--- config.mk ---
export PLATFORM = sky130hd
export DESIGN_NAME = ultrasonic_range_presence_detector_flat
export DESIGN_NICKNAME = d
export VERILOG_FILES = /design/src/hw/rtl/urpd_pkg.sv /design/src/hw/rtl/urpd_if.sv /design/src/hw/rtl/urpd_front.sv /design/src/hw/rtl/urpd_queue.sv /design/src/hw/rtl/urpd_back.sv /design/src/hw/rtl/ultrasonic_range_presence_detector.sv /design/src/flat_wrapper.sv
export SDC_FILE = /design/constraint.sdc
export NUM_CORES = 1
export LEC_CHECK = 0
export BUFFER_PORTS_ARGS = -buffer_cell sky130_fd_sc_hd__buf_2
export CAP_MARGIN = 10
export CORE_MARGIN = 4
export CORE_UTILIZATION = 50
export DETAILED_ROUTE_END_ITERATION = 8
export PLACE_DENSITY = 0.66
export SETUP_SLACK_MARGIN = 0.2
export SYNTH_ARGS = -nofsm -noshare
export SYNTH_HDL_FRONTEND = slang
export SYNTH_HIERARCHICAL = 1
export SYNTH_SLANG_ARGS = --single-unit
--- constraint.sdc ---
create_clock -name clk -period 16.52 [get_ports clk]
set_clock_uncertainty 0.2 [all_clocks]
set_input_delay 0.826 -clock clk [delete_from_list [all_inputs] [get_ports clk]]
set_output_delay 0.826 -clock clk [all_outputs]
set_load 0.02 [all_outputs]
--- src/hw/rtl/urpd_pkg.sv ---
// Package for the ultrasonic range presence detector.
// Holds register defaults, phase and event codes and the records passed between the modules.
// Depends on nothing.
`timescale 1ns / 1ps
`default_nettype none
package urpd_pkg;

  localparam int unsigned DIST_W    = 13;
  localparam int unsigned TMO_W     = 16;
  localparam int unsigned TRIG_W    = 8;
  localparam int unsigned PAUSE_W   = 20;
  localparam int unsigned CFG_DW    = 20;
  localparam int unsigned CFG_IW    = 3;
  localparam int unsigned SAMPLES   = 3;

  localparam logic [DIST_W-1:0]  DETECT_BELOW_RST = 13'd100;
  localparam logic [DIST_W-1:0]  CLEAR_AT_RST     = 13'd120;
  localparam logic [TMO_W-1:0]   ECHO_TMO_RST     = 16'd30000;
  localparam logic [TRIG_W-1:0]  TRIGGER_RST      = 8'd10;
  localparam logic [PAUSE_W-1:0] PAUSE_RST        = 20'd200000;

  // Distance is floor(width * 5 / 29), done as a multiply by a rounded-up reciprocal.
  localparam int unsigned        SCALED_W  = TMO_W + 3;
  localparam int unsigned        RECIP_W   = 20;
  localparam int unsigned        RECIP_SH  = 24;
  localparam int unsigned        PROD_W    = SCALED_W + RECIP_W;
  localparam logic [RECIP_W-1:0] RECIP_29  = 20'd578525;
  localparam logic [DIST_W-1:0]  DIST_MAX  = 13'd8191;

  typedef enum logic [1:0] {
    PH_PAUSE,
    PH_TRIG,
    PH_RISE,
    PH_FALL
  } phase_t;

  typedef enum logic [1:0] {
    EV_DIST,
    EV_DETECT,
    EV_CLEAR,
    EV_FAIL
  } event_t;

  typedef enum logic [CFG_IW-1:0] {
    CFG_DETECT_BELOW,
    CFG_CLEAR_AT,
    CFG_ECHO_TIMEOUT,
    CFG_TRIGGER_TICKS,
    CFG_PAUSE_TICKS
  } cfg_idx_t;

  typedef struct packed {
    logic [DIST_W-1:0]  detect_below;
    logic [DIST_W-1:0]  clear_at;
    logic [TMO_W-1:0]   echo_timeout;
    logic [TRIG_W-1:0]  trigger_ticks;
    logic [PAUSE_W-1:0] pause_ticks;
  } cfg_t;

  // Outcome of one tick as worked out by the front part.
  typedef struct packed {
    logic             trig;
    logic             done;
    logic             failed;
    logic [1:0]       idx;
    logic [TMO_W-1:0] width;
  } tick_rec_t;

  typedef struct packed {
    logic full;
    logic empty;
  } q_stat_t;

endpackage
`default_nettype wire

--- src/hw/rtl/urpd_if.sv ---
// Valid/ready channel interfaces for the ultrasonic range presence detector.
// Depends on urpd_pkg for field widths.
`timescale 1ns / 1ps
`default_nettype none
interface urpd_in_if;
  logic valid;
  logic ready;
  logic echo_level;

  modport source (output valid, output echo_level, input ready);
  modport sink (input valid, input echo_level, output ready);
endinterface

interface urpd_out_if;
  logic                             valid;
  logic                             ready;
  logic                             trigger_level;
  logic                             report_valid;
  logic [1:0]                       event_code;
  logic [urpd_pkg::DIST_W-1:0]      distance_tenths;
  logic                             present;

  modport source (output valid, output trigger_level, output report_valid,
                  output event_code, output distance_tenths, output present,
                  input ready);
  modport sink (input valid, input trigger_level, input report_valid,
                input event_code, input distance_tenths, input present,
                output ready);
endinterface
`default_nettype wire

--- src/hw/rtl/urpd_front.sv ---
// Front part: accepts echo ticks and runs the trigger, echo and pause sequencing.
// Pushes one tick record per transfer into the queue. Depends on urpd_pkg and urpd_if.
`timescale 1ns / 1ps
`default_nettype none
module urpd_front (
  input  wire                 clk,
  input  wire                 rst_n,
  input  urpd_pkg::cfg_t      cfg,
  urpd_in_if.sink             in_ch,
  input  urpd_pkg::q_stat_t   q_stat,
  output logic                q_push,
  output urpd_pkg::tick_rec_t q_data
);

  urpd_pkg::phase_t                  phase_r, phase_nxt;
  logic [urpd_pkg::PAUSE_W-1:0]      pc_r, pc_nxt;
  logic [urpd_pkg::TMO_W-1:0]        st_r, st_nxt;
  logic [urpd_pkg::TMO_W-1:0]        ew_r, ew_nxt;
  logic [1:0]                        si_r, si_nxt;
  logic                              trig, done, failed;

  assign in_ch.ready = !q_stat.full;
  assign q_push      = in_ch.valid && !q_stat.full;

  always_comb begin
    phase_nxt = phase_r;
    pc_nxt    = pc_r;
    st_nxt    = st_r;
    ew_nxt    = ew_r;
    si_nxt    = si_r;
    trig      = 1'b0;
    done      = 1'b0;
    failed    = 1'b0;

    if (phase_nxt == urpd_pkg::PH_PAUSE && pc_nxt >= cfg.pause_ticks) begin
      phase_nxt = urpd_pkg::PH_TRIG;
      pc_nxt    = '0;
    end

    case (phase_nxt)
      urpd_pkg::PH_PAUSE: begin
        pc_nxt = pc_nxt + 20'd1;
      end
      urpd_pkg::PH_TRIG: begin
        trig   = 1'b1;
        pc_nxt = pc_nxt + 20'd1;
        if (pc_nxt >= {12'd0, cfg.trigger_ticks}) begin
          phase_nxt = urpd_pkg::PH_RISE;
          pc_nxt    = '0;
          st_nxt    = '0;
          ew_nxt    = '0;
        end
      end
      default: begin
        if (st_r >= cfg.echo_timeout) begin
          done   = 1'b1;
          failed = 1'b1;
        end else begin
          st_nxt = st_r + 16'd1;
          if (in_ch.echo_level) begin
            ew_nxt    = ew_r + 16'd1;
            phase_nxt = urpd_pkg::PH_FALL;
          end else if (phase_r == urpd_pkg::PH_FALL) begin
            done = 1'b1;
          end
        end
      end
    endcase

    if (done) begin
      st_nxt = '0;
      ew_nxt = '0;
      pc_nxt = '0;
      if (si_r != 2'd2) begin
        si_nxt    = si_r + 2'd1;
        phase_nxt = urpd_pkg::PH_TRIG;
      end else begin
        si_nxt    = '0;
        phase_nxt = urpd_pkg::PH_PAUSE;
      end
    end
  end

  assign q_data = '{trig: trig, done: done, failed: failed, idx: si_r, width: ew_r};

  always_ff @(posedge clk) begin
    if (!rst_n) begin
      phase_r <= urpd_pkg::PH_PAUSE;
      pc_r    <= '0;
      st_r    <= '0;
      ew_r    <= '0;
      si_r    <= '0;
    end else if (q_push) begin
      phase_r <= phase_nxt;
      pc_r    <= pc_nxt;
      st_r    <= st_nxt;
      ew_r    <= ew_nxt;
      si_r    <= si_nxt;
    end
  end

endmodule
`default_nettype wire

--- src/hw/rtl/urpd_queue.sv ---
// Two-entry queue of tick records between the front and the back part.
// Depends on urpd_pkg.
`timescale 1ns / 1ps
`default_nettype none
module urpd_queue (
  input  wire                 clk,
  input  wire                 rst_n,
  input  logic                push,
  input  urpd_pkg::tick_rec_t wr_data,
  input  logic                pop,
  output urpd_pkg::tick_rec_t rd_data,
  output urpd_pkg::q_stat_t   stat
);

  urpd_pkg::tick_rec_t mem_r [2];
  logic                wr_ptr_r, wr_ptr_nxt;
  logic                rd_ptr_r, rd_ptr_nxt;
  logic [1:0]          cnt_r, cnt_nxt;

  assign stat.full  = (cnt_r == 2'd2);
  assign stat.empty = (cnt_r == 2'd0);
  assign rd_data    = mem_r[rd_ptr_r];

  always_comb begin
    wr_ptr_nxt = wr_ptr_r ^ push;
    rd_ptr_nxt = rd_ptr_r ^ pop;
    cnt_nxt    = cnt_r + {1'b0, push} - {1'b0, pop};
  end

  always_ff @(posedge clk) begin
    if (push) begin
      mem_r[wr_ptr_r] <= wr_data;
    end
  end

  always_ff @(posedge clk) begin
    if (!rst_n) begin
      wr_ptr_r <= 1'b0;
      rd_ptr_r <= 1'b0;
      cnt_r    <= '0;
    end else begin
      wr_ptr_r <= wr_ptr_nxt;
      rd_ptr_r <= rd_ptr_nxt;
      cnt_r    <= cnt_nxt;
    end
  end

endmodule
`default_nettype wire

--- src/hw/rtl/urpd_back.sv ---
// Back part: converts echo widths to distance, takes the median of a round,
// applies hysteresis and holds the output register. Depends on urpd_pkg and urpd_if.
`timescale 1ns / 1ps
`default_nettype none
module urpd_back (
  input  wire                 clk,
  input  wire                 rst_n,
  input  urpd_pkg::cfg_t      cfg,
  input  urpd_pkg::q_stat_t   q_stat,
  input  urpd_pkg::tick_rec_t q_data,
  output logic                q_pop,
  urpd_out_if.source          out_ch
);

  logic                                s1_v_r;
  urpd_pkg::tick_rec_t                 s1_rec_r;
  logic [urpd_pkg::PROD_W-1:0]         s1_prod_r, prod_nxt;
  logic [urpd_pkg::SCALED_W-1:0]       scaled;

  logic                                out_v_r;
  logic                                out_trig_r, out_rep_r;
  urpd_pkg::event_t                    out_code_r, code_nxt;
  logic [urpd_pkg::DIST_W-1:0]         out_dist_r, dist_nxt;
  logic                                rep_nxt;

  logic [urpd_pkg::DIST_W-1:0]         store_r [2];
  logic                                any_failed_r, any_failed_nxt;
  logic                                detected_r, detected_nxt;

  logic [urpd_pkg::PROD_W-urpd_pkg::RECIP_SH-1:0] quot;
  logic [urpd_pkg::DIST_W-1:0]         sample, lo, hi, mid, med;
  logic                                s2_load;

  assign s2_load = s1_v_r && (!out_v_r || out_ch.ready);
  assign q_pop   = !q_stat.empty && (!s1_v_r || s2_load);

  assign scaled   = {1'b0, q_data.width, 2'b00} + {3'b000, q_data.width};
  assign prod_nxt = {{urpd_pkg::RECIP_W{1'b0}}, scaled} *
                    {{urpd_pkg::SCALED_W{1'b0}}, urpd_pkg::RECIP_29};

  always_comb begin
    quot = s1_prod_r[urpd_pkg::PROD_W-1:urpd_pkg::RECIP_SH];
    if (s1_rec_r.failed) begin
      sample = '0;
    end else if (quot > {{(urpd_pkg::PROD_W-urpd_pkg::RECIP_SH-urpd_pkg::DIST_W){1'b0}},
                         urpd_pkg::DIST_MAX}) begin
      sample = urpd_pkg::DIST_MAX;
    end else begin
      sample = quot[urpd_pkg::DIST_W-1:0];
    end

    lo  = (store_r[0] < store_r[1]) ? store_r[0] : store_r[1];
    hi  = (store_r[0] < store_r[1]) ? store_r[1] : store_r[0];
    mid = (hi < sample) ? hi : sample;
    med = (lo > mid) ? lo : mid;

    rep_nxt        = 1'b0;
    code_nxt       = urpd_pkg::EV_DIST;
    dist_nxt       = '0;
    any_failed_nxt = any_failed_r;
    detected_nxt   = detected_r;

    if (s1_rec_r.done) begin
      if (s1_rec_r.idx != 2'd2) begin
        any_failed_nxt = any_failed_r | s1_rec_r.failed;
      end else begin
        rep_nxt        = 1'b1;
        any_failed_nxt = 1'b0;
        if (any_failed_r || s1_rec_r.failed) begin
          code_nxt = urpd_pkg::EV_FAIL;
        end else begin
          dist_nxt = med;
          if (med < cfg.detect_below && !detected_r) begin
            detected_nxt = 1'b1;
            code_nxt     = urpd_pkg::EV_DETECT;
          end else if (med >= cfg.clear_at && detected_r) begin
            detected_nxt = 1'b0;
            code_nxt     = urpd_pkg::EV_CLEAR;
          end
        end
      end
    end
  end

  always_ff @(posedge clk) begin
    if (q_pop) begin
      s1_rec_r  <= q_data;
      s1_prod_r <= prod_nxt;
    end
    if (s2_load) begin
      out_trig_r <= s1_rec_r.trig;
      out_rep_r  <= rep_nxt;
      out_code_r <= code_nxt;
      out_dist_r <= dist_nxt;
      if (s1_rec_r.done && s1_rec_r.idx != 2'd2) begin
        store_r[s1_rec_r.idx[0]] <= sample;
      end
    end
  end

  always_ff @(posedge clk) begin
    if (!rst_n) begin
      s1_v_r       <= 1'b0;
      out_v_r      <= 1'b0;
      any_failed_r <= 1'b0;
      detected_r   <= 1'b0;
    end else begin
      if (q_pop) begin
        s1_v_r <= 1'b1;
      end else if (s2_load) begin
        s1_v_r <= 1'b0;
      end
      if (s2_load) begin
        out_v_r      <= 1'b1;
        any_failed_r <= any_failed_nxt;
        detected_r   <= detected_nxt;
      end else if (out_ch.ready) begin
        out_v_r <= 1'b0;
      end
    end
  end

  assign out_ch.valid           = out_v_r;
  assign out_ch.trigger_level   = out_trig_r;
  assign out_ch.report_valid    = out_rep_r;
  assign out_ch.event_code      = out_code_r;
  assign out_ch.distance_tenths = out_dist_r;
  assign out_ch.present         = detected_r;

  a_idle_blank: assert property (@(posedge clk) disable iff (!rst_n)
    out_v_r && !out_rep_r |-> out_code_r == urpd_pkg::EV_DIST && out_dist_r == '0)
    else $error("idle result carries an event or a distance");

  a_fail_zero: assert property (@(posedge clk) disable iff (!rst_n)
    out_v_r && out_code_r == urpd_pkg::EV_FAIL |-> out_dist_r == '0)
    else $error("failure report carries a distance");

  a_detect_flag: assert property (@(posedge clk) disable iff (!rst_n)
    out_v_r && out_code_r == urpd_pkg::EV_DETECT |-> detected_r)
    else $error("detect report without presence set");

  a_clear_flag: assert property (@(posedge clk) disable iff (!rst_n)
    out_v_r && out_code_r == urpd_pkg::EV_CLEAR |-> !detected_r)
    else $error("clear report with presence still set");

  a_flag_change: assert property (@(posedge clk) disable iff (!rst_n)
    $past(rst_n) && detected_r != $past(detected_r) |-> $past(s2_load) && out_rep_r)
    else $error("presence changed outside a round report");

endmodule
`default_nettype wire

--- src/hw/rtl/ultrasonic_range_presence_detector.sv ---
// Ultrasonic range presence detector, top level.
// Holds the configuration registers and joins the front part, the queue and the back part.
// Depends on urpd_pkg, urpd_if, urpd_front, urpd_queue and urpd_back.
//
// Each transfer on in_ch is one microsecond tick with the sampled echo level, and each
// one yields exactly one transfer on out_ch with the trigger level to drive for that tick.
// Every three echo measurements a report is flagged with report_valid, carrying the
// median distance in tenths of a centimetre, a detect, clear or failure event, and the
// presence flag.
// One tick is taken per cycle while the queue has room. A result passes from the
// front part into the queue, then the width multiplier stage and the output register.
// Configuration is written through cfg_we, cfg_index and cfg_data, one register per cycle;
// the user must write it only while no tick is in flight; the block does not enforce this.
// Synchronous reset restores the register defaults, starts in the pause before the first
// trigger, clears presence and empties the queue and the pipeline.
// When out_ch stalls, the result waits in the output register, the pipeline and the
// two-entry queue fill, and in_ch.ready falls until the receiver takes results again.
`timescale 1ns / 1ps
`default_nettype none
module ultrasonic_range_presence_detector (
  input  wire                          clk,
  input  wire                          rst_n,
  urpd_in_if.sink                      in_ch,
  urpd_out_if.source                   out_ch,
  input  wire                          cfg_we,
  input  wire [urpd_pkg::CFG_IW-1:0]   cfg_index,
  input  wire [urpd_pkg::CFG_DW-1:0]   cfg_data
);

  urpd_pkg::cfg_t      cfg_r, cfg_nxt;
  urpd_pkg::q_stat_t   q_stat;
  urpd_pkg::tick_rec_t q_wr, q_rd;
  logic                q_push, q_pop;

  always_comb begin
    cfg_nxt = cfg_r;
    if (cfg_we) begin
      case (cfg_index)
        urpd_pkg::CFG_DETECT_BELOW:  cfg_nxt.detect_below  = cfg_data[urpd_pkg::DIST_W-1:0];
        urpd_pkg::CFG_CLEAR_AT:      cfg_nxt.clear_at      = cfg_data[urpd_pkg::DIST_W-1:0];
        urpd_pkg::CFG_ECHO_TIMEOUT:  cfg_nxt.echo_timeout  = cfg_data[urpd_pkg::TMO_W-1:0];
        urpd_pkg::CFG_TRIGGER_TICKS: cfg_nxt.trigger_ticks = cfg_data[urpd_pkg::TRIG_W-1:0];
        urpd_pkg::CFG_PAUSE_TICKS:   cfg_nxt.pause_ticks   = cfg_data[urpd_pkg::PAUSE_W-1:0];
        default: begin
        end
      endcase
    end
  end

  always_ff @(posedge clk) begin
    if (!rst_n) begin
      cfg_r.detect_below  <= urpd_pkg::DETECT_BELOW_RST;
      cfg_r.clear_at      <= urpd_pkg::CLEAR_AT_RST;
      cfg_r.echo_timeout  <= urpd_pkg::ECHO_TMO_RST;
      cfg_r.trigger_ticks <= urpd_pkg::TRIGGER_RST;
      cfg_r.pause_ticks   <= urpd_pkg::PAUSE_RST;
    end else begin
      cfg_r <= cfg_nxt;
    end
  end

  urpd_front u_front (
    .clk    (clk),
    .rst_n  (rst_n),
    .cfg    (cfg_r),
    .in_ch  (in_ch),
    .q_stat (q_stat),
    .q_push (q_push),
    .q_data (q_wr)
  );

  urpd_queue u_queue (
    .clk     (clk),
    .rst_n   (rst_n),
    .push    (q_push),
    .wr_data (q_wr),
    .pop     (q_pop),
    .rd_data (q_rd),
    .stat    (q_stat)
  );

  urpd_back u_back (
    .clk    (clk),
    .rst_n  (rst_n),
    .cfg    (cfg_r),
    .q_stat (q_stat),
    .q_data (q_rd),
    .q_pop  (q_pop),
    .out_ch (out_ch)
  );

endmodule
`default_nettype wire
--- src/flat_wrapper.sv ---
// flat-port wrapper written by rule: the top's interface ports become plain ports
module ultrasonic_range_presence_detector_flat 
  (clk, rst_n, cfg_we, cfg_index, cfg_data, in_ch_valid, in_ch_echo_level, in_ch_ready, out_ch_valid, out_ch_trigger_level, out_ch_report_valid, out_ch_event_code, out_ch_distance_tenths, out_ch_present, out_ch_ready);
  urpd_in_if in_ch_i ();
  urpd_out_if out_ch_i ();
  input  wire clk;
  input  wire rst_n;
  input  wire cfg_we;
  input  wire [urpd_pkg::CFG_IW-1:0] cfg_index;
  input  wire [urpd_pkg::CFG_DW-1:0] cfg_data;
  input wire logic [$bits(in_ch_i.valid)-1:0] in_ch_valid;
  input wire logic [$bits(in_ch_i.echo_level)-1:0] in_ch_echo_level;
  output wire logic [$bits(in_ch_i.ready)-1:0] in_ch_ready;
  output wire logic [$bits(out_ch_i.valid)-1:0] out_ch_valid;
  output wire logic [$bits(out_ch_i.trigger_level)-1:0] out_ch_trigger_level;
  output wire logic [$bits(out_ch_i.report_valid)-1:0] out_ch_report_valid;
  output wire logic [$bits(out_ch_i.event_code)-1:0] out_ch_event_code;
  output wire logic [$bits(out_ch_i.distance_tenths)-1:0] out_ch_distance_tenths;
  output wire logic [$bits(out_ch_i.present)-1:0] out_ch_present;
  input wire logic [$bits(out_ch_i.ready)-1:0] out_ch_ready;
  assign in_ch_i.valid = in_ch_valid;
  assign in_ch_i.echo_level = in_ch_echo_level;
  assign in_ch_ready = in_ch_i.ready;
  assign out_ch_valid = out_ch_i.valid;
  assign out_ch_trigger_level = out_ch_i.trigger_level;
  assign out_ch_report_valid = out_ch_i.report_valid;
  assign out_ch_event_code = out_ch_i.event_code;
  assign out_ch_distance_tenths = out_ch_i.distance_tenths;
  assign out_ch_present = out_ch_i.present;
  assign out_ch_i.ready = out_ch_ready;
  ultrasonic_range_presence_detector u_core (.clk(clk), .rst_n(rst_n), .in_ch(in_ch_i), .out_ch(out_ch_i), .cfg_we(cfg_we), .cfg_index(cfg_index), .cfg_data(cfg_data));
endmodule
**Word-level counts from Yosys, hierarchy flattened**

Memory sizes are Yosys's and may differ from the RTL's. A register that Yosys moved wholly into a read port is not among the register bits.
Cells that the tools add are included.

- Magnitude comparators: 9
- Muxes and demuxes: 50
- $mul: 1
- Bitwise operators: 6
- Shifts and indexed selects: 0
- Eq/ne operators: 12
- Add/sub/neg operators: 7
- Reductions and logical operators: 36
- Div/mod/pow operators: 0

Operators by type and width:

| cell | count |
|---|---|
| $mux W16 | 6 |
| $mux W13 | 6 |
| $pmux W16 S2 | 2 |
| $mux W20 | 3 |
| $pmux W20 S2 | 1 |
| $lt A13 B13 Y1 | 3 |
| $mul A19 B20 Y39 const B | 1 |
| $add A16 B1 Y16 const B | 2 |
| $mux W1 | 22 |
| $add A20 B1 Y20 const B | 1 |
| $ge A20 B20 Y1 | 1 |
| $ge A20 B8 Y1 | 1 |
| $add A18 B16 Y19 | 1 |
| $mux W2 | 9 |
| $ge A16 B16 Y1 | 1 |
| $gt A15 B13 Y1 const B | 1 |
| $reduce_and A2 Y1 | 7 |
| $ge A13 B13 Y1 | 1 |
| $gt A13 B13 Y1 | 1 |
| $reduce_and A5 Y1 | 2 |
| $logic_and A1 B1 Y1 | 7 |
| $eq A3 B2 Y1 const B | 2 |
| $logic_not A2 Y1 | 3 |
| $ne A2 B2 Y1 const B | 3 |
| 21 further kinds | 34 |

- Memories kept: 2
- Bits in writable memories: 68
- Latch bits: 0
- Output and inout port bits: 20
- Bits of input ports: 29
- ROM bits: 0
- Flip-flop bits (word level): 195
- Word-level logic and storage cells: 149

Memory list:

| memory | depth | bits a word | read ports | clocked after memory_dff | wr ports | line | RTL |
|---|---|---|---|---|---|---|---|
| u_core.u_queue.mem_r | 2 | 21 | 1 | 1 | 1 | urpd_queue.sv:15 | `urpd_pkg::tick_rec_t mem_r [2];` |
| u_core.u_back.store_r | 2 | 13 | 2 | 0 | 1 | urpd_back.sv:26 | `logic [urpd_pkg::DIST_W-1:0] store_r [2];` |

**Logic depth before layout (Yosys ltp)**

Gate-level depths: netlist of the first run.

- Word-level depth: 12
- Gate-level depth with buffers: 42
- Depth with buffers taken out: 39

**By module**

Netlist of the first run, hierarchy kept.

By module, submodules not included:

| module | area an instance (um^2) | cells each | instances |
|---|---|---|---|
| urpd_back | 11695.0 | 1217 | 1 |
| urpd_front | 4489.3 | 574 | 1 |
| ultrasonic_range_presence_detector | 2738.9 | 269 | 1 |
| urpd_queue | 1754.2 | 86 | 1 |

**Least setup slack after synthesis of the first run**

No wires, ideal clock.

- Path kind: register to register
- Start: reg with a tool-made name
- End: reg u_core/u_back/s1_prod_r[37] (netlist name) (data pin)
- Cell stages (with the launch flop): 37
- Arrival: 8787 ps
- Setup time: 258 ps
- Setup slack: 7275 ps
- Required time: 16062 ps
- Buffers on the path: 1
- Clock period less this slack: 9245 ps
- Path through: dfxtp_1 > buf_6 > mux2_2 > ha_1 > inv_1 > fa_1 > nor2b_1 > o21ai_0 > a21boi_0 > o21ai_0 > a21boi_0 > o21ai_0 > a21oi_1 > o41ai_1 > mux2_2 > or2_2 > ha_1 > inv_1 > fa_1 > inv_1 > fa_1 > fa_1 > inv_1 > fa_1 > inv_1 > fa_1 > ha_1 > a21oi_1 > o21ai_0 > a211o_1 > a211oi_1 > nor3_1 > o21a_1 > a31o_2 > a41o_1 > o22ai_1 > xnor2_1

RTL lines:

| what | line | RTL |
|---|---|---|
| end signal: assignment | urpd_back.sv:88 | `s1_prod_r <= prod_nxt;` |
| end: declaration | urpd_back.sv:17 | `logic [urpd_pkg::PROD_W-1:0] s1_prod_r, prod_nxt;` |

==> impl_metrics.csv, run 1 <==
group,metric,value,unit
synthesis,syn_avg_cell_area,9.64,um^2
final_layout,layout-drive-gt1-share,8.85,%
synthesis,synth_seq_cells,240,
clock_tree,h-tree-depth,1,
worst_setup_path,cp_max_fo,21,
sta,min_period,10.39,ns
clock_tree,cts_resized,0,
worst_setup_path,slowest_stage,"o41ai_1",
worst_setup_path,slowest_delay,0.55,ns
route,drtIter0Drc,884,
route,vias_per_cell,5.44,
floorplan,rows,74,
clock_tree,cts.reportedPaths.clkPinSlew,0.06,ns
global_route,grt_pass1_vias,15000,
sta,slew-limit-headroom,20.5,%
worst_setup_path,arrival,10.47,ns
final_layout,diodes,0,
synthesis,synth_top_cell_by_area,"ha_1",
global_route,grt_max_degree,87,
synthesis,synth_cell_types,96,
final_layout,fin_area,22200,um^2
min_path,hold_class,"reg2reg",
sta,finalCritPeriodShare,62.9,%
floorplan,die-area,44700,um^2
placement,place_inst,2675,
route,wl_per_cell,17.0,um
route,vias,14800,
synthesis,yosys_warnings,6,
synthesis,yosys-top-cells-count,"inv_1 (368), ha_1 (286), nand2_1 (183), fa_1 (145), dfxtp_1 (135)",
sta,rsz0062_at_grt,"false",
clock_tree,cts_made_buffers,26,
final_layout,fin_nets,2631,
sta,worstMarginPinSlew,1.19,ns
clock_tree,ctsLongestPathBuffers,3,
route,drcViolationCount,0,
clock_tree,cts_hold_buf,0,
flow_run,cap_violations,0,
final_layout,finalNonFillerCells,2723,
synthesis,netlist_instances,2146,
synthesis,synthArstFlopShare,0,%
sta,max_freq,96.2,MHz
floorplan,core,40800,um^2
placement,place_congestion,0.952,
worst_setup_path,crit_required,16.60,ns
route,first_pass_iters,5,
synthesis,synth_area_leaders,"ha_1 (17%), edfxtp_1 (15%), fa_1 (14%)",
worst_setup_path,crit_type,"reg2reg",
clock_tree,clkSinkCount,240,
synthesis,synth_edf_count,105,
worst_setup_path,end_kind,"register",
synthesis,netlist.area_leader.share,17.3,%
worst_setup_path,critPathLaunchType,"register",
synthesis,syn_area,20700,um^2
global_route,grt_overflow,0,
synthesis,seq_area_frac_synth,28.3,%
sta,maxSlewViolCount,0,
floorplan,start_util,50.6,%
final_layout,fillCellCount,3625,
floorplan,fp.dieW,211,um
placement,io_buffers,48,
clock_tree,cts_tree,"yes",
clock_tree,root_buffer,"clkbuf_16",
sta,hold_viol_final,0,
worst_setup_path,path_common_cell,"fa_1",
sta,finalWorstSetupSlack,6.13,ns
clock_tree,insertion_delay,0.54,ns
sta,setup_viol_count_final,0,
synthesis,synthFlopType,"dfxtp_1",
placement,place_hpwl,36.9,mm
run_status,status,"finished clean",
synthesis,syn-num-nets,2606,
floorplan,ios,49,
floorplan,die_y,211,um
clock_tree,cts_setup_buffers,0,
global_route,grt_antenna_before_repair,0,
synthesis,synth.most_common_cell,"inv_1",
route,drt-total-wl,46.4,mm
placement,pre_cts_ws,6.22,ns
route,ant_nets,0,
final_layout,syn2layout_area_growth,7.55,%
placement,placed_area,21300,um^2
global_route,gr-usage-all-layers,21.0,%
global_route,grt_pass1_wl,77.1,mm
sta,final.setup.tns,0,ns
-- layer usage --
layer	GRT usage (%)	wire length (um)	vias up
met5	0	0	-
met4	3.75	813	0
met3	3.44	2210	51
met2	33.7	20900	259
met1	30.7	22500	7145
li1	-	-	7347
-- final timing paths --
check | from | slack (ns) | depth (start not counted) | endpoint
max reg2reg | register | 6.13 | 36 | u_core/u_back/s1_prod_r[37]
min | u_core/cfg_r[46] | 0.26 | 2 | u_core/cfg_r[46]
min reg2reg | u_core/cfg_r[46] | 0.26 | 2 | u_core/cfg_r[46]
max | register | 6.13 | 36 | u_core/u_back/s1_prod_r[37]
-- metrics by stage --
step | util, % | hold slack, ns
final | 54.5 | 0.258
after global routing | 54.5 | 0.275
after CTS | 54.5 | 0.260
after detailed placement | 52.3 | 0.248
after global placement | 52.3 | 0.244
after floorplan | - | 0.200
-- layout by cell type (no fill, tap or decap), types with 5 or more instances in the layout --
| cell | instances |
|---|---|
| or3_1 | 14 |
| clkbuf_16 | 26 |
| and4_1 | 7 |
| o21ai_0 | 83 |
| fa_1 | 145 |
| edfxtp_1 | 105 |
| a22o_1 | 8 |
| mux2_2 | 27 |
| xor2_1 | 12 |
| a211o_1 | 7 |
| buf_4 | 10 |
| a21oi_1 | 90 |
| and2_1 | 13 |
| a211oi_2 | 8 |
| ha_1 | 286 |
| a211oi_1 | 11 |
| and3_1 | 21 |
| dfxtp_1 | 135 |
| nand2_1 | 183 |
| inv_1 | 368 |
| o21a_1 | 17 |
| clkinv_1 | 6 |
| buf_2 | 47 |
| mux2i_1 | 83 |
| nand3_1 | 36 |
| nor2b_1 | 52 |
| nor2_1 | 113 |
| nand2b_1 | 7 |
| o211ai_1 | 8 |
| a31oi_1 | 20 |
| a311oi_1 | 8 |
| nor3_1 | 20 |
| nor4_1 | 7 |
| xnor2_1 | 27 |
| o21bai_1 | 5 |
| nand4_1 | 20 |
| a21o_1 | 20 |
| or2_2 | 25 |
-- kinds of logic after synthesis --
kind of cell | Yosys count | share of synthesized area (%)
adders and majority gates | 431 | 31.3
AOI/OAI and AO/OA | 343 | 11.2
xor gates and xnor gates | 40 | 1.76
muxes | 110 | 5.49
buffers and inverters | 429 | 8.37
DFF | 240 | 28.3
and+or+nand+nor | 553 | 13.5
-- area by class of cell --
class	instances	area, um^2	share of cell area (%)
multi-input combinational	1477	13100	59.1
sequential	240	5860	26.3
inverter	369	1390	6.23
clock buffer	31	689	3.10
tap	532	666	2.99
timing repair buffer	57	310	1.40
clock inverter	17	200	0.900
-- registers in the layout, summed over array words and instances (netlist names), 5 cells and up, named ones only --
signal	flops
u_core/u_back/s1_prod_r	15
u_core/u_front/ew_r	16
u_core/u_back/store_r	26
u_core/u_front/pc_r	20
u_core/u_back/s1_rec_r	5
u_core/u_back/out_ch.distance_tenths	13
u_core/u_front/st_r	16
u_core/cfg_r	70
u_core/u_queue/mem_r	42
-- critical path, delay by kind of cell (launching register included) --
| family | cells | cell delay [ns] |
|---|---|---|
| buffers and inverters | 6 | 0.60 |
| adders and majority gates | 9 | 3.78 |
| xor gates and xnor gates | 1 | 0.08 |
| DFF | 1 | 0.31 |
| AOI/OAI and AO/OA | 15 | 3.62 |
| muxes | 2 | 0.93 |
| and+or+nand+nor | 3 | 0.60 |
Power of run 1 is left out: the tool's default activity adds up to more than one toggle a clock period on the data nets, which glitch-free logic cannot reach.
==> inputs of run 2 (changes only) <==
PLACE_DENSITY = 0.69   (was 0.66)
clock period = 8.4 ns   (was 16.52 ns; I/O delays follow)
==> run 2 against run 1 <==
Effect of this change:
- non-clock buffer count up 119
- largest cell class unchanged
- first-iteration DRC count up 13%
- utilization up 4.1 points
- setup slack worse by 6.0 ns
- final area up 7.6%
- critical endpoint is now u_core/u_back/s1_prod_r[36]
- register-to-register slack worse by 6.0 ns
- fmax up 26%
- global-route usage up 0.71 points
- via count up 4.2%
- wire length up 5.6%
==> impl_metrics.csv, run 2 (same netlist as run 1, synthesis figures left out) <==
group,metric,value,unit
placement,io_buffers,48,
global_route,grt_pass1_wl,79.4,mm
final_layout,largest_register_ffs,70,
floorplan,fp.dieW,211,um
clock_tree,cts_made_buffers,26,
sta,min_period,8.23,ns
route,ant_nets,0,
placement,place_hpwl,38.3,mm
sta,slew-limit-headroom,17.6,%
sta,hold_viol_final,0,
worst_setup_path,slowest_stage,"fa_1",
route,vias_per_cell,5.43,
global_route,grt_max_degree,108,
clock_tree,cts.reportedPaths.clkPinSlew,0.06,ns
placement,place_congestion,0.942,
final_layout,layout_commonest_cell,"inv_1",
min_path,hold_class,"in2reg",
min_path,whs_path_depth,3,
final_layout,final_cell_mix,"inv_1 (353), ha_1 (268), nand2_1 (180)",
worst_setup_path,crit_required,8.49,ns
worst_setup_path,arrival,8.33,ns
worst_setup_path,worstRegToRegCells,34,
clock_tree,cts_tree,"yes",
sta,maxSlewViolCount,0,
floorplan,start_util,50.6,%
final_layout,layout-drive-gt1-share,18.0,%
final_layout,top_register,"u_core/cfg_r",
floorplan,die-area,44700,um^2
global_route,grt_overflow,0,
route,wl_per_cell,17.2,um
min_path,min_to,"u_core/cfg_r[11]",
clock_tree,ctsLongestPathBuffers,3,
sta,finalCritPeriodShare,98.0,%
sta,max_freq,121,MHz
clock_tree,clkSinkCount,240,
flow_run,cap_violations,0,
route,drcViolationCount,0,
floorplan,core,40800,um^2
sta,setup_viol_count_final,0,
route,drt-total-wl,49.0,mm
floorplan,die_y,211,um
floorplan,ios,49,
clock_tree,root_buffer,"clkbuf_16",
worst_setup_path,path_common_cell,"fa_1",
global_route,grt_pass1_vias,15400,
final_layout,diodes,0,
worst_setup_path,regToRegSetupSlack,0.17,ns
worst_setup_path,end_kind,"register",
worst_setup_path,cp_max_fo,6,
clock_tree,h-tree-depth,1,
worst_setup_path,critPathLaunchType,"register",
worst_setup_path,r2r_end,"u_core/u_back/s1_prod_r[36]",
global_route,gr-usage-all-layers,21.7,%
min_path,holdCritStartpoint,"cfg_data[11]",
final_layout,syn2layout_area_growth,15.7,%
sta,worstMarginPinSlew,1.23,ns
floorplan,rows,74,
route,vias,15400,
sta,rsz0062_at_grt,"true",
global_route,grt_antenna_before_repair,1,
worst_setup_path,slowest_delay,0.55,ns
route,drtIter0Drc,1003,
final_layout,fin_nets,2751,
run_status,status,"finished clean",
clock_tree,insertion_delay,0.54,ns
sta,whs,0.0167,ns
worst_setup_path,crit_type,"reg2reg",
route,first_pass_iters,5,
-- run 2: changes by cell type in the layout (fill, tap and decap cells not counted), moves of 16 or more --
| cell | change |
|---|---|
| ha_4 | +16 |
| buf_4 | +93 |
| ha_1 | -18 |
| a21oi_1 | -17 |
| o21ai_0 | -23 |
-- run 2: per-stage QoR --
step	cells	worst slack [ns]	area, um^2	utilization (%)	setup TNS (ns)
detailed placement	2738	-0.186	22000	54.0	-1.16
finish	2842	0.166	23900	58.6	0
CTS	2817	-0.00432	23300	57.0	-0.00432
global route	2842	-0.158	23900	58.6	-0.732
floorplan	2146	0.166	20900	-	0
global placement	2738	-0.0810	22000	54.0	-0.109
-- run 2: cell type report --
| class | instances | area [um^2] |
|---|---|---|
| timing repair buffer | 176 | 1300 |
| fill | 3390 | 16900 |
| clock buffer | 33 | 687 |
| tap | 532 | 666 |
| multi-input combinational | 1478 | 13800 |
| clock inverter | 14 | 179 |
| sequential | 240 | 5860 |
| inverter | 369 | 1390 |
-- run 2: worst max path at each step --
stage                     slack [ns]  cells past startpoint                                 end
after floorplan                 0.17                     35         u_core/u_back/s1_prod_r[37]
after global placement         -0.08                     34  u_core/u_back/out_ch.event_code[0]
after detailed placement       -0.19                     32         u_core/u_back/s1_prod_r[37]
after CTS                     -0.004                     35         u_core/u_back/s1_prod_r[31]
after global routing           -0.16                     34         u_core/u_back/s1_prod_r[31]
final                           0.17                     34         u_core/u_back/s1_prod_r[36]
-- run 2: layer usage --
layer	wire length (um)	up-vias	GRT usage (%)
li1	-	7571	-
met1	22800	7487	31.2
met2	22700	292	35.4
met3	2570	70	3.73
met4	934	2	3.93
met5	7	-	0
-- run 2: worst max-delay path, delay by kind of cell, from the launching register on --
kind,cells,cell delay [ns]
adders and majority gates,9,3.46
AOI/OAI and AO/OA,14,2.34
muxes,2,0.66
and+or+nand+nor,4,0.54
DFF,1,0.40
buffers and inverters,4,0.31
xor gates and xnor gates,1,0.07
-- run 2: repair_timing --
item,in CTS,in global routing
gates resized for setup,35,105
endpoints found under the hold margin,23,0
pin swaps,37,53
buffers inserted,17,24
gates cloned,0,1
hold buffers,15,0
endpoints found under the setup margin,14,16
Power of run 2 is left out for the same reason.
